[config.mk]
export PLATFORM = sky130hd
export DESIGN_NAME = best_fit_block_allocator_core
export DESIGN_NICKNAME = d
export VERILOG_FILES = /design/src/rtl/bfa_pkg.sv /design/src/rtl/bfa_table.sv /design/src/rtl/best_fit_block_allocator_core.sv
export SDC_FILE = /design/constraint.sdc
export NUM_CORES = 2
export LEC_CHECK = 0
export ABC_CLOCK_PERIOD_IN_PS = 17100
export BUFFER_PORTS_ARGS = -buffer_cell sky130_fd_sc_hd__buf_4
export CAP_MARGIN = 20
export CORE_MARGIN = 4
export CORE_UTILIZATION = 30
export DETAILED_ROUTE_END_ITERATION = 10
export GPL_TIMING_DRIVEN = 0
export PLACE_DENSITY = 0.49
export SLEW_MARGIN = 5
export SYNTH_ARGS = -nofsm -noshare
export SYNTH_HDL_FRONTEND = slang
export SYNTH_SLANG_ARGS = --single-unit
[constraint.sdc]
create_clock -name clk -period 17.1 [get_ports clk]
set_input_delay 3.42 -clock clk [delete_from_list [all_inputs] [get_ports clk]]
set_output_delay 3.42 -clock clk [all_outputs]
set_load 0.02 [all_outputs]
[src/rtl/bfa_pkg.sv]
// Shared types, constants and codes for the best-fit block allocator.
package bfa_pkg;

    // Arena geometry
    localparam int ARENA_BYTES    = 65536;
    localparam int PAGE_BYTES     = 4096;
    localparam int HEADER_BYTES   = 16;
    localparam int MAX_BLOCKS_DEF = 64;

    // Field widths
    localparam int ADDR_W = 32;
    localparam int SIZE_W = 16;
    localparam int OFF_W  = $clog2(ARENA_BYTES + 1);
    localparam int EXT_W  = OFF_W + 1;
    localparam int PAGE_SHIFT = $clog2(PAGE_BYTES);

    // Operation codes
    localparam logic OP_ALLOC = 1'b0;
    localparam logic OP_FREE  = 1'b1;

    // Result status codes
    typedef enum logic [1:0] {
        STATUS_OK       = 2'd0,
        STATUS_NO_SPACE = 2'd1,
        STATUS_BAD_ADDR = 2'd2
    } bfa_status_t;

    // Sequencer states
    typedef enum logic [1:0] {
        ST_IDLE,
        ST_SCAN,
        ST_FINISH
    } bfa_state_t;

    // Request payload
    typedef struct packed {
        logic              operation;
        logic [SIZE_W-1:0] request_bytes;
        logic [ADDR_W-1:0] free_address;
    } bfa_in_t;

    // Result payload
    typedef struct packed {
        logic [ADDR_W-1:0] payload_address;
        logic [1:0]        status;
        logic              reused;
        logic [OFF_W-1:0]  break_offset;
    } bfa_out_t;

    // One block table entry
    typedef struct packed {
        logic              used;
        logic [SIZE_W-1:0] size;
        logic [OFF_W-1:0]  offset;
    } bfa_entry_t;

endpackage

[src/rtl/bfa_table.sv]
// Block table memory: one write port, one registered read port.
module bfa_table
    import bfa_pkg::*;
#(
    parameter int DEPTH = MAX_BLOCKS_DEF
) (
    input  logic                     clk,
    input  logic                     wr_en,
    input  logic [$clog2(DEPTH)-1:0] wr_addr,
    input  bfa_entry_t               wr_data,
    input  logic                     rd_en,
    input  logic [$clog2(DEPTH)-1:0] rd_addr,
    output bfa_entry_t               rd_data
);

    bfa_entry_t mem [DEPTH];

    // Write port
    always_ff @(posedge clk)
    begin
        if (wr_en)
        begin
            mem[wr_addr] <= wr_data;
        end
    end

    // Read port, registered
    always_ff @(posedge clk)
    begin
        if (rd_en)
        begin
            rd_data <= mem[rd_addr];
        end
    end

endmodule

[src/rtl/best_fit_block_allocator_core.sv]
// Top level of the best-fit block allocator: sequencer, scan and bookkeeping.
//
// Usage: configure heap_base through cfg_wr_en/cfg_wr_data while idle. Each
// request on in_valid/in_ready is an allocate (operation 0, request_bytes)
// or a free (operation 1, free_address); exactly one result follows on
// out_valid/out_ready with payload_address, status, reused and the break.
// Every request scans the block table, held in a synchronous RAM, one entry
// per cycle: an allocate keeps the smallest fitting free block (later block
// on a tie), a free looks for the entry whose payload sits at the address.
// One request is in work at a time; in_ready is high while idle, also while
// a result waits. If the receiver stalls, a finished request holds in the
// final state until the output register frees, and only then commits its
// table write.
// Reset clears the block count, heap top, break and heap_base; table
// entries are only read below the block count, so they need no clearing.
module best_fit_block_allocator_core
    import bfa_pkg::*;
#(
    parameter int MAX_BLOCKS = MAX_BLOCKS_DEF
) (
    input  logic              clk,
    input  logic              rst_n,
    input  logic              cfg_wr_en,
    input  logic [ADDR_W-1:0] cfg_wr_data,
    input  logic              in_valid,
    output logic              in_ready,
    input  bfa_in_t           in_data,
    output logic              out_valid,
    input  logic              out_ready,
    output bfa_out_t          out_data
);

    localparam int IDX_W = $clog2(MAX_BLOCKS);
    localparam int CNT_W = $clog2(MAX_BLOCKS + 1);

    // Control state
    bfa_state_t        state_reg, state_next;
    logic [ADDR_W-1:0] heap_base_reg;
    logic [CNT_W-1:0]  total_reg, total_next;
    logic [OFF_W-1:0]  top_reg, top_next;
    logic [OFF_W-1:0]  brk_reg, brk_next;
    logic [CNT_W-1:0]  issue_idx_reg, issue_idx_next;
    logic              data_vld_reg;
    logic              found_reg, found_next;
    logic              out_valid_reg, out_valid_next;

    // Payload state
    logic              op_reg;
    logic [SIZE_W-1:0] req_reg;
    logic [ADDR_W-1:0] off_reg;
    logic [IDX_W-1:0]  data_idx_reg;
    logic [IDX_W-1:0]  best_idx_reg, best_idx_next;
    bfa_entry_t        best_ent_reg, best_ent_next;
    bfa_out_t          out_data_reg, out_data_next;

    // Table port signals
    logic              accept;
    logic              rd_en;
    logic [IDX_W-1:0]  rd_addr;
    bfa_entry_t        rd_ent;
    logic              wr_en;
    logic [IDX_W-1:0]  wr_addr;
    bfa_entry_t        wr_data;

    // Finish-stage arithmetic
    logic              fire;
    logic              slack_short;
    logic [EXT_W-1:0]  grow_bytes;
    logic [EXT_W-1:0]  new_break;
    logic [EXT_W-1:0]  new_top;
    logic [OFF_W-1:0]  new_off;
    logic              arena_over;
    logic              hit;

    bfa_table #(
        .DEPTH (MAX_BLOCKS)
    ) u_table (
        .clk     (clk),
        .wr_en   (wr_en),
        .wr_addr (wr_addr),
        .wr_data (wr_data),
        .rd_en   (rd_en),
        .rd_addr (rd_addr),
        .rd_data (rd_ent)
    );

    assign in_ready  = (state_reg == ST_IDLE);
    assign accept    = in_valid && in_ready;
    assign out_valid = out_valid_reg;
    assign out_data  = out_data_reg;

    // Read issue: one entry per cycle below the block count
    assign rd_en   = (state_reg == ST_SCAN) && (issue_idx_reg < total_reg);
    assign rd_addr = issue_idx_reg[IDX_W-1:0];

    // Compare the entry returned by the table
    always_comb
    begin
        if (op_reg == OP_FREE)
        begin
            hit = data_vld_reg && !found_reg &&
                  (ADDR_W'(rd_ent.offset) == off_reg);
        end
        else
        begin
            hit = data_vld_reg && !rd_ent.used && (rd_ent.size >= req_reg) &&
                  (!found_reg || (rd_ent.size <= best_ent_reg.size));
        end
    end

    // Append arithmetic for an allocate with no fit
    assign fire        = (state_reg == ST_FINISH) && (!out_valid_reg || out_ready);
    assign slack_short = (top_reg > brk_reg) ||
                         ((brk_reg - top_reg) < OFF_W'(req_reg));
    assign grow_bytes  = (EXT_W'(req_reg >> PAGE_SHIFT) + EXT_W'(1)) << PAGE_SHIFT;
    assign new_break   = slack_short ? (EXT_W'(brk_reg) + grow_bytes) : EXT_W'(brk_reg);
    assign new_top     = EXT_W'(top_reg) + EXT_W'(HEADER_BYTES) + EXT_W'(req_reg);
    assign new_off     = top_reg + OFF_W'(HEADER_BYTES);
    assign arena_over  = (new_break > EXT_W'(ARENA_BYTES)) ||
                         (new_top > EXT_W'(ARENA_BYTES));

    // Next state
    always_comb
    begin
        state_next = state_reg;
        case (state_reg)
            ST_IDLE:
            begin
                if (accept)
                begin
                    state_next = ST_SCAN;
                end
            end
            ST_SCAN:
            begin
                if (!rd_en && !data_vld_reg)
                begin
                    state_next = ST_FINISH;
                end
            end
            ST_FINISH:
            begin
                if (fire)
                begin
                    state_next = ST_IDLE;
                end
            end
            default:
            begin
                state_next = ST_IDLE;
            end
        endcase
    end

    // Datapath and outputs
    always_comb
    begin
        total_next     = total_reg;
        top_next       = top_reg;
        brk_next       = brk_reg;
        issue_idx_next = issue_idx_reg;
        found_next     = found_reg;
        best_idx_next  = best_idx_reg;
        best_ent_next  = best_ent_reg;
        out_valid_next = out_valid_reg && !out_ready;
        out_data_next  = out_data_reg;
        wr_en          = 1'b0;
        wr_addr        = best_idx_reg;
        wr_data        = best_ent_reg;

        case (state_reg)
            ST_IDLE:
            begin
                issue_idx_next = '0;
                found_next     = 1'b0;
            end
            ST_SCAN:
            begin
                if (rd_en)
                begin
                    issue_idx_next = issue_idx_reg + CNT_W'(1);
                end
                if (hit)
                begin
                    found_next    = 1'b1;
                    best_idx_next = data_idx_reg;
                    best_ent_next = rd_ent;
                end
            end
            ST_FINISH:
            begin
                if (fire)
                begin
                    out_valid_next = 1'b1;
                    out_data_next.payload_address = '0;
                    out_data_next.status          = STATUS_OK;
                    out_data_next.reused          = 1'b0;
                    out_data_next.break_offset    = brk_reg;
                    if (op_reg == OP_FREE)
                    begin
                        if (found_reg)
                        begin
                            wr_en        = 1'b1;
                            wr_data.used = 1'b0;
                        end
                        else
                        begin
                            out_data_next.status = STATUS_BAD_ADDR;
                        end
                    end
                    else if (found_reg)
                    begin
                        // Reuse the best fitting free block
                        wr_en        = 1'b1;
                        wr_data.used = 1'b1;
                        out_data_next.payload_address =
                            heap_base_reg + ADDR_W'(best_ent_reg.offset);
                        out_data_next.reused = 1'b1;
                    end
                    else if ((total_reg == CNT_W'(MAX_BLOCKS)) || arena_over)
                    begin
                        out_data_next.status = STATUS_NO_SPACE;
                    end
                    else
                    begin
                        // Append a new block at the top
                        wr_en          = 1'b1;
                        wr_addr        = total_reg[IDX_W-1:0];
                        wr_data.used   = 1'b1;
                        wr_data.size   = req_reg;
                        wr_data.offset = new_off;
                        total_next     = total_reg + CNT_W'(1);
                        top_next       = new_top[OFF_W-1:0];
                        brk_next       = new_break[OFF_W-1:0];
                        out_data_next.payload_address = heap_base_reg + ADDR_W'(new_off);
                        out_data_next.break_offset    = new_break[OFF_W-1:0];
                    end
                end
            end
            default:
            begin
                issue_idx_next = '0;
            end
        endcase
    end

    // Control registers
    always_ff @(posedge clk or negedge rst_n)
    begin
        if (!rst_n)
        begin
            state_reg     <= ST_IDLE;
            heap_base_reg <= '0;
            total_reg     <= '0;
            top_reg       <= '0;
            brk_reg       <= '0;
            issue_idx_reg <= '0;
            data_vld_reg  <= 1'b0;
            found_reg     <= 1'b0;
            out_valid_reg <= 1'b0;
        end
        else
        begin
            state_reg     <= state_next;
            if (cfg_wr_en)
            begin
                heap_base_reg <= cfg_wr_data;
            end
            total_reg     <= total_next;
            top_reg       <= top_next;
            brk_reg       <= brk_next;
            issue_idx_reg <= issue_idx_next;
            data_vld_reg  <= rd_en;
            found_reg     <= found_next;
            out_valid_reg <= out_valid_next;
        end
    end

    // Payload registers
    always_ff @(posedge clk)
    begin
        if (accept)
        begin
            op_reg  <= in_data.operation;
            req_reg <= in_data.request_bytes;
            off_reg <= in_data.free_address - heap_base_reg;
        end
        data_idx_reg <= rd_addr;
        best_idx_reg <= best_idx_next;
        best_ent_reg <= best_ent_next;
        out_data_reg <= out_data_next;
    end

    // Checks
    a_accept_starts_scan: assert property (@(posedge clk) disable iff (!rst_n)
        accept |=> (state_reg == ST_SCAN))
        else $error("accepted request did not start a scan");

    a_total_bound: assert property (@(posedge clk) disable iff (!rst_n)
        total_reg <= CNT_W'(MAX_BLOCKS))
        else $error("block count above table depth");

    a_arena_bound: assert property (@(posedge clk) disable iff (!rst_n)
        (EXT_W'(top_reg) <= EXT_W'(ARENA_BYTES)) && (EXT_W'(brk_reg) <= EXT_W'(ARENA_BYTES)))
        else $error("heap top or break beyond arena");

    a_write_in_finish: assert property (@(posedge clk) disable iff (!rst_n)
        wr_en |-> fire)
        else $error("table write outside the finish step");

    a_result_from_finish: assert property (@(posedge clk) disable iff (!rst_n)
        (out_valid_reg && !$past(out_valid_reg && !out_ready)) |-> $past(fire))
        else $error("result appeared without a finished request");

endmodule

# Word level (Yosys, flattened, before mapping)
# Memory sizes are Yosys's and may differ from the RTL's. A register that Yosys moved wholly into a read port is not among the register bits.
# Index checks and enable logic that the tools add are counted.
# op_classes
mux,42
eq_ne,9
n_bitwise,4
n_reduce_logical,30
div_mod_pow,0
addsub,11
n_shift,0
multipliers,0
order_cmp,7
# ops
cell,count
$mux 34,3
$mux 33,2
$add 32x17->32,2
$mux 32,2
$mux 17,3
$gt 18x17->1 const B,2
$eq 17x32->1,1
$sub 32x32->32,1
$mux 6,5
$add 17x17->18,1
$add 17x5->18 const B,1
$add 18x16->18,1
$mux 18,1
$add 17x5->17 const B,1
$gt 17x17->1,1
$lt 17x16->1,1
$mux 1,17
$sub 17x17->17,1
$ge 16x16->1,1
$le 16x16->1,1
$add 7x1->7 const B,2
$pmux 7 s2,1
$logic_and 1x1->1,10
$mux 2,5
18 further kinds,37
# word_totals
romBits,0
word_cells,125
out_inout_bits,54
in_bits,86
latchBits,0
register_bits,232
ram_bits,2176
mem_count,1
# mem_list
name,words,word_bits,read_ports,rd_ports_with_merged_regs,write_ports,line_no,rtl
u_table.mem,64,34,1,1,1,bfa_table.sv:16,bfa_entry_t mem [DEPTH];

# Longest topological paths before layout
# depth
depth_word,14
depth_mapped,19
depth_no_buf,17

# Modules after synthesis
# A second synthesis with hierarchy kept.
# unflattened
cells_unflattened,5298
hier_area_um2,98769.7
# modules_own_cells
module,n_inst,cells_per_inst,area_per_inst_um2
bfa_table,1,3744,84114.4
best_fit_block_allocator_core,1,1554,14655.3

# Worst setup path after synthesis
# OpenSTA, ideal clock, no wires.
# synth_path
kind,input to register
start,in out_ready
end,mem u_table.mem[0][4] (netlist name) (data pin)
setup_time_ps,702
setup_slack_ps,8714
t_arrival_ps,7684
cell_stages,7
path_buffers,2
path_cell_list,nand2b_1 -> nand2_1 -> inv_1 -> nand3_2 -> buf_2 -> clkbuf_1 -> o21ai_0
# synth_rtl
item,line_no,rtl
"start, declared",best_fit_block_allocator_core.sv:29,"input logic out_ready,"
"end, declared",bfa_table.sv:16,

# Worst setup path after layout
# layout_path
start,reg top_reg[4]
end,mem u_table.mem[2][13] (netlist name) (enable)
# layout_between
elab_chain_cells,14
# layout_lines
item,line_no,rtl
"start, declared",best_fit_block_allocator_core.sv:40,"logic [OFF_W-1:0] top_reg, top_next;"
"start signal, assigned",best_fit_block_allocator_core.sv:270,top_reg <= top_next;
$sub 17x17->17,best_fit_block_allocator_core.sv:114,((brk_reg - top_reg) < OFF_W'(req_reg));
$lt 17x16->1,best_fit_block_allocator_core.sv:114,
$logic_or 1x1->1,best_fit_block_allocator_core.sv:113,assign slack_short = (top_reg > brk_reg) ||
$mux 18,best_fit_block_allocator_core.sv:116,assign new_break = slack_short ? (EXT_W'(brk_reg) + grow_bytes) : EXT_W'(brk_reg);
$gt 18x17->1,best_fit_block_allocator_core.sv:119,assign arena_over = (new_break > EXT_W'(ARENA_BYTES)) ||
$logic_or 1x1->1 *,best_fit_block_allocator_core.sv:119,
$logic_or 1x1->1 *,best_fit_block_allocator_core.sv:220,else if ((total_reg == CNT_W'(MAX_BLOCKS)) || arena_over)
$mux 1,best_fit_block_allocator_core.sv:220,
$mux 1,best_fit_block_allocator_core.sv:211,else if (found_reg)
$mux 1,best_fit_block_allocator_core.sv:199,if (op_reg == OP_FREE)
$mux 1,best_fit_block_allocator_core.sv:192,if (fire)
$mux 1,best_fit_block_allocator_core.sv:171,case (state_reg)
$mux 1,bfa_table.sv:21,if (wr_en)
$mux 1 (implied by the code),bfa_table.sv:23,mem[wr_addr] <= wr_data;
# Mark *: on every way between the ends. The rest lies on a longest branch, timed or not.

==> results.yml <==
cts:
  htreeDepth: 5
  clock_latency_ns: 0.86
  cts_hold_buf: 0
  cts.clk_slew.worst_paths_ns: 0.07
  clockBufferDepth: 4
  cts_buffers: 272
  cts_sinks: 2418
  clockRootBuffer: "clkbuf_16"
  post-cts-setup-buffer-count: 0
  cts_resized: 0
  cts_tree: "built"
finish:
  largest_reg_flops: 2176
  stdcell_count: 9839
  final_util_pct: 36.7
  final_nets: 5553
  drive_above_1_share_pct: 29.5
  fillers: 29700
  final_common_cell: "edfxtp_1"
  final_cell_mix: "2339 x edfxtp_1, 714 x mux4_2, 283 x clkbuf_16, 204 x clkbuf_1, 168 x ha_1"
  area_growth_pct: 21.5
placement:
  io_buffers: 126
  pre_cts_ws_ns: 9.82
  dp.cells: 9318
  hpwlAfterDp_mm: 211
  place_congestion: 0.884
timing:
  worst_pin_slew_ns: 1.26
  finalSetupViolCount: 0
  max_slew_margin_pct: 15.7
  fmax_mhz: 146
  drv_slew: 0
  fin_tns_setup_ns: 0
  hold_viol_final: 0
  post-route-min-period_ns: 6.83
  fin_crit_sh_pct: 39.9
  rsz0062_at_grt: "false"
  finClkSkew_ns: 0.0868
  setup_ws_ns: 10.27
worst_setup_path:
  cp-start-kind: "flop"
  end_kind: "flop"
  r2r_start: "top_reg[4]$_DFFE_PN0P_"
  crit_family: "simple AND/OR/NAND/NOR gates"
  critPathKind: "flop to flop"
  worst-path-stages: 20
  crit_path_cell_trace: "inv_1 -> ha_1 -> and3_1 -> nand2_1 -> or3_1 -> nor3_1 -> xor2_1 -> ha_1 -> nand4_1 -> nor3_1 -> o31ai_1 -> a31oi_1 -> mux2_2 -> nor3_1 -> nand3_2 -> or4_1 -> buf_2 -> o22ai_4 -> buf_16 -> buf_16"
  r2r_end: "u_table.mem[2][13]$_DFFE_PP_"
  path_buf_inv: 4
  reg2reg_depth: 20
  worstPathArrival_ns: 7.32
  crit_required_ns: 17.59
  crit_top_cell: "nor3_1"
  slowest_stage: "o22ai_4"
  cp_max_fo: 14
  r2r_slack_ns: 10.27
  max_stage_delay_ns: 0.68
synth:
  synthesis.instances: 4648
  synth_seq_area_share_pct: 73.4
  yosysUniqueCellTypes: 77
  synth_area_mm2: 0.0983
  synthArstFlopShare_pct: 3.02
  synth_edf_count: 2339
  ys_ff_latch: 2418
  syn_area_per_cell_um2: 21.1
  yosys_warnings: 0
  synth-main-ff-cell: "edfxtp_1"
min_path:
  whs_path_depth: 0
  holdPathEnd: "best_idx_reg[0]$_DFFE_PP_"
  hp-class: "flop to flop"
  hold_start: "data_idx_reg[0]$_DFF_P_"
route:
  drc: 0
  drt-pass1-iter-count: 8
  drt-total-wl_mm: 295
  antenna_left: 0
  via_per_inst: 5.15
  dr.first_iter.drc_count: 5744
  drt-wirelength-per-cell_um: 30.0
  vias: 50600
pwr:
  p_leak_nw: 38.4
  p_total_mw: 17.4
  p_comb_share_pct: 28.1
  p_int_mw: 12.1
  powerDensity_mw_per_mm2: 146
  p_sw_mw: 5.36
  power_frac_clock_pct: 32.4
  ir_worst_vdd_uv: 75.2
  swShare_pct: 30.7
  seq_power_share_pct: 39.5
floorplanning:
  rows: 209
  initial_core_util_pct: 30.2
  design.core.area_mm2: 0.325
  pin_count: 140
  die_h_um: 580
  die_w_um: 580
  dieArea_mm2: 0.337
grt:
  antenna_found_initial: 25
  grt_max_degree: 74
  track_usage_pct: 17.2
  gr-total-overflow: 0
  grt_pass1_wl_mm: 411
  grt_pass1_vias: 50900
flow_run:
  drv_cap: 0
status:
  status: "completed"
==> cell type report <==
cell class,count,area [um^2],area share (%)
Sequential cell,2418,72200,60.5
Multi-Input combinational cell,1913,26000,21.8
Clock buffer,355,7350,6.16
Timing Repair Buffer,361,5910,4.95
Tap cell,4325,5410,4.53
Clock inverter,119,1150,0.960
Buffer,219,902,0.756
Inverter,109,409,0.343
Antenna cell,20,50.0,0.0419
==> cell families after synthesis <==
| family | count (synthesis) | share of synthesized area (%) |
|---|---|---|
| XOR/XNOR | 119 | 1.06 |
| buffers and inverters | 328 | 1.32 |
| flip-flops | 2418 | 73.4 |
| other | 1 | 0.00382 |
| AO/OA/AOI/OAI | 426 | 2.82 |
| multiplexers | 773 | 17.0 |
| adder cells (fa/ha/maj) | 173 | 2.24 |
| AND/OR/NAND/NOR | 410 | 2.09 |
==> synth_stat cells, drive strengths merged (18+ instances only) <==
| cell | n | area, um^2 |
|---|---|---|
| a21o | 37 | 278 |
| nand3 | 47 | 240 |
| edfxtp | 2339 | 70200 |
| mux4 | 714 | 16100 |
| inv | 106 | 398 |
| nand2b | 18 | 113 |
| xor2 | 47 | 412 |
| nand2 | 116 | 438 |
| xnor2 | 72 | 631 |
| dfrtp | 73 | 1830 |
| nor2b | 20 | 125 |
| mux2 | 42 | 473 |
| a21oi | 87 | 435 |
| clkbuf | 139 | 522 |
| and3 | 18 | 113 |
| ha | 168 | 2100 |
| o21a | 21 | 158 |
| nor3 | 29 | 150 |
| nor2 | 75 | 282 |
| o21ai | 93 | 465 |
| o22ai | 77 | 482 |
| buf | 80 | 364 |
==> metrics by stage <==
step / instance area (um^2) / hold slack, ns
4_1_cts: 119000 / 0.397
5_1_grt: 119000 / 0.404
3_5_place_dp: 110000 / 0.389
6_report: 119000 / 0.395
2_1_floorplan: 98300 / 0.369
3_3_place_gp: 105000 / 0.391
==> layer usage <==
| layer | global-route usage, % | vias to the layer above | routed length [um] |
|---|---|---|---|
| li1 | - | 20900 | - |
| met1 | 24.4 | 27600 | 129000 |
| met2 | 27.7 | 1778 | 140000 |
| met3 | 2.78 | 367 | 18400 |
| met4 | 4.05 | 10 | 7200 |
| met5 | 0 | - | 69 |
==> power by group through the flow <==
stage / clock (mW) / combinational (mW) / sequential [mW]
after floorplan: 0 / 2.58 / 6.97
after global placement: 0 / 4.67 / 7.05
after detailed placement: 0 / 4.91 / 7.00
after CTS: 5.78 / 4.92 / 6.88
after global routing: 6.03 / 5.10 / 6.88
final: 5.66 / 4.89 / 6.88
==> worst register-to-register path, delay by kind of cell, from the launching register on <==
family / cells / cell delay [ns]
xor gates and xnor gates: 1 / 0.10
adders and majority gates: 2 / 0.49
and+or+nand+nor: 9 / 2.74
DFF: 1 / 0.47
buffers and inverters: 4 / 0.98
AOI/OAI and AO/OA: 3 / 1.30
muxes: 1 / 0.42
==> how the worst max path moves through the flow <==
| stage | startpoint | slack [ns] | to |
|---|---|---|---|
| 2_1_floorplan | out_ready | 8.71 | u_table.mem[0][4]$_DFFE_PP_ |
| 3_3_place_gp | out_ready | 2.94 | u_table.mem[54][4]$_DFFE_PP_ |
| 3_5_place_dp | out_ready | 9.82 | u_table.mem[54][9]$_DFFE_PP_ |
| 4_1_cts | top_reg[4]$_DFFE_PN0P_ | 10.23 | u_table.mem[15][24]$_DFFE_PP_ |
| 5_1_grt | top_reg[1]$_DFFE_PN0P_ | 9.99 | u_table.mem[2][18]$_DFFE_PP_ |
| 6_report | top_reg[4]$_DFFE_PN0P_ | 10.27 | u_table.mem[2][13]$_DFFE_PP_ |
(Power assumes the default switching activity.)
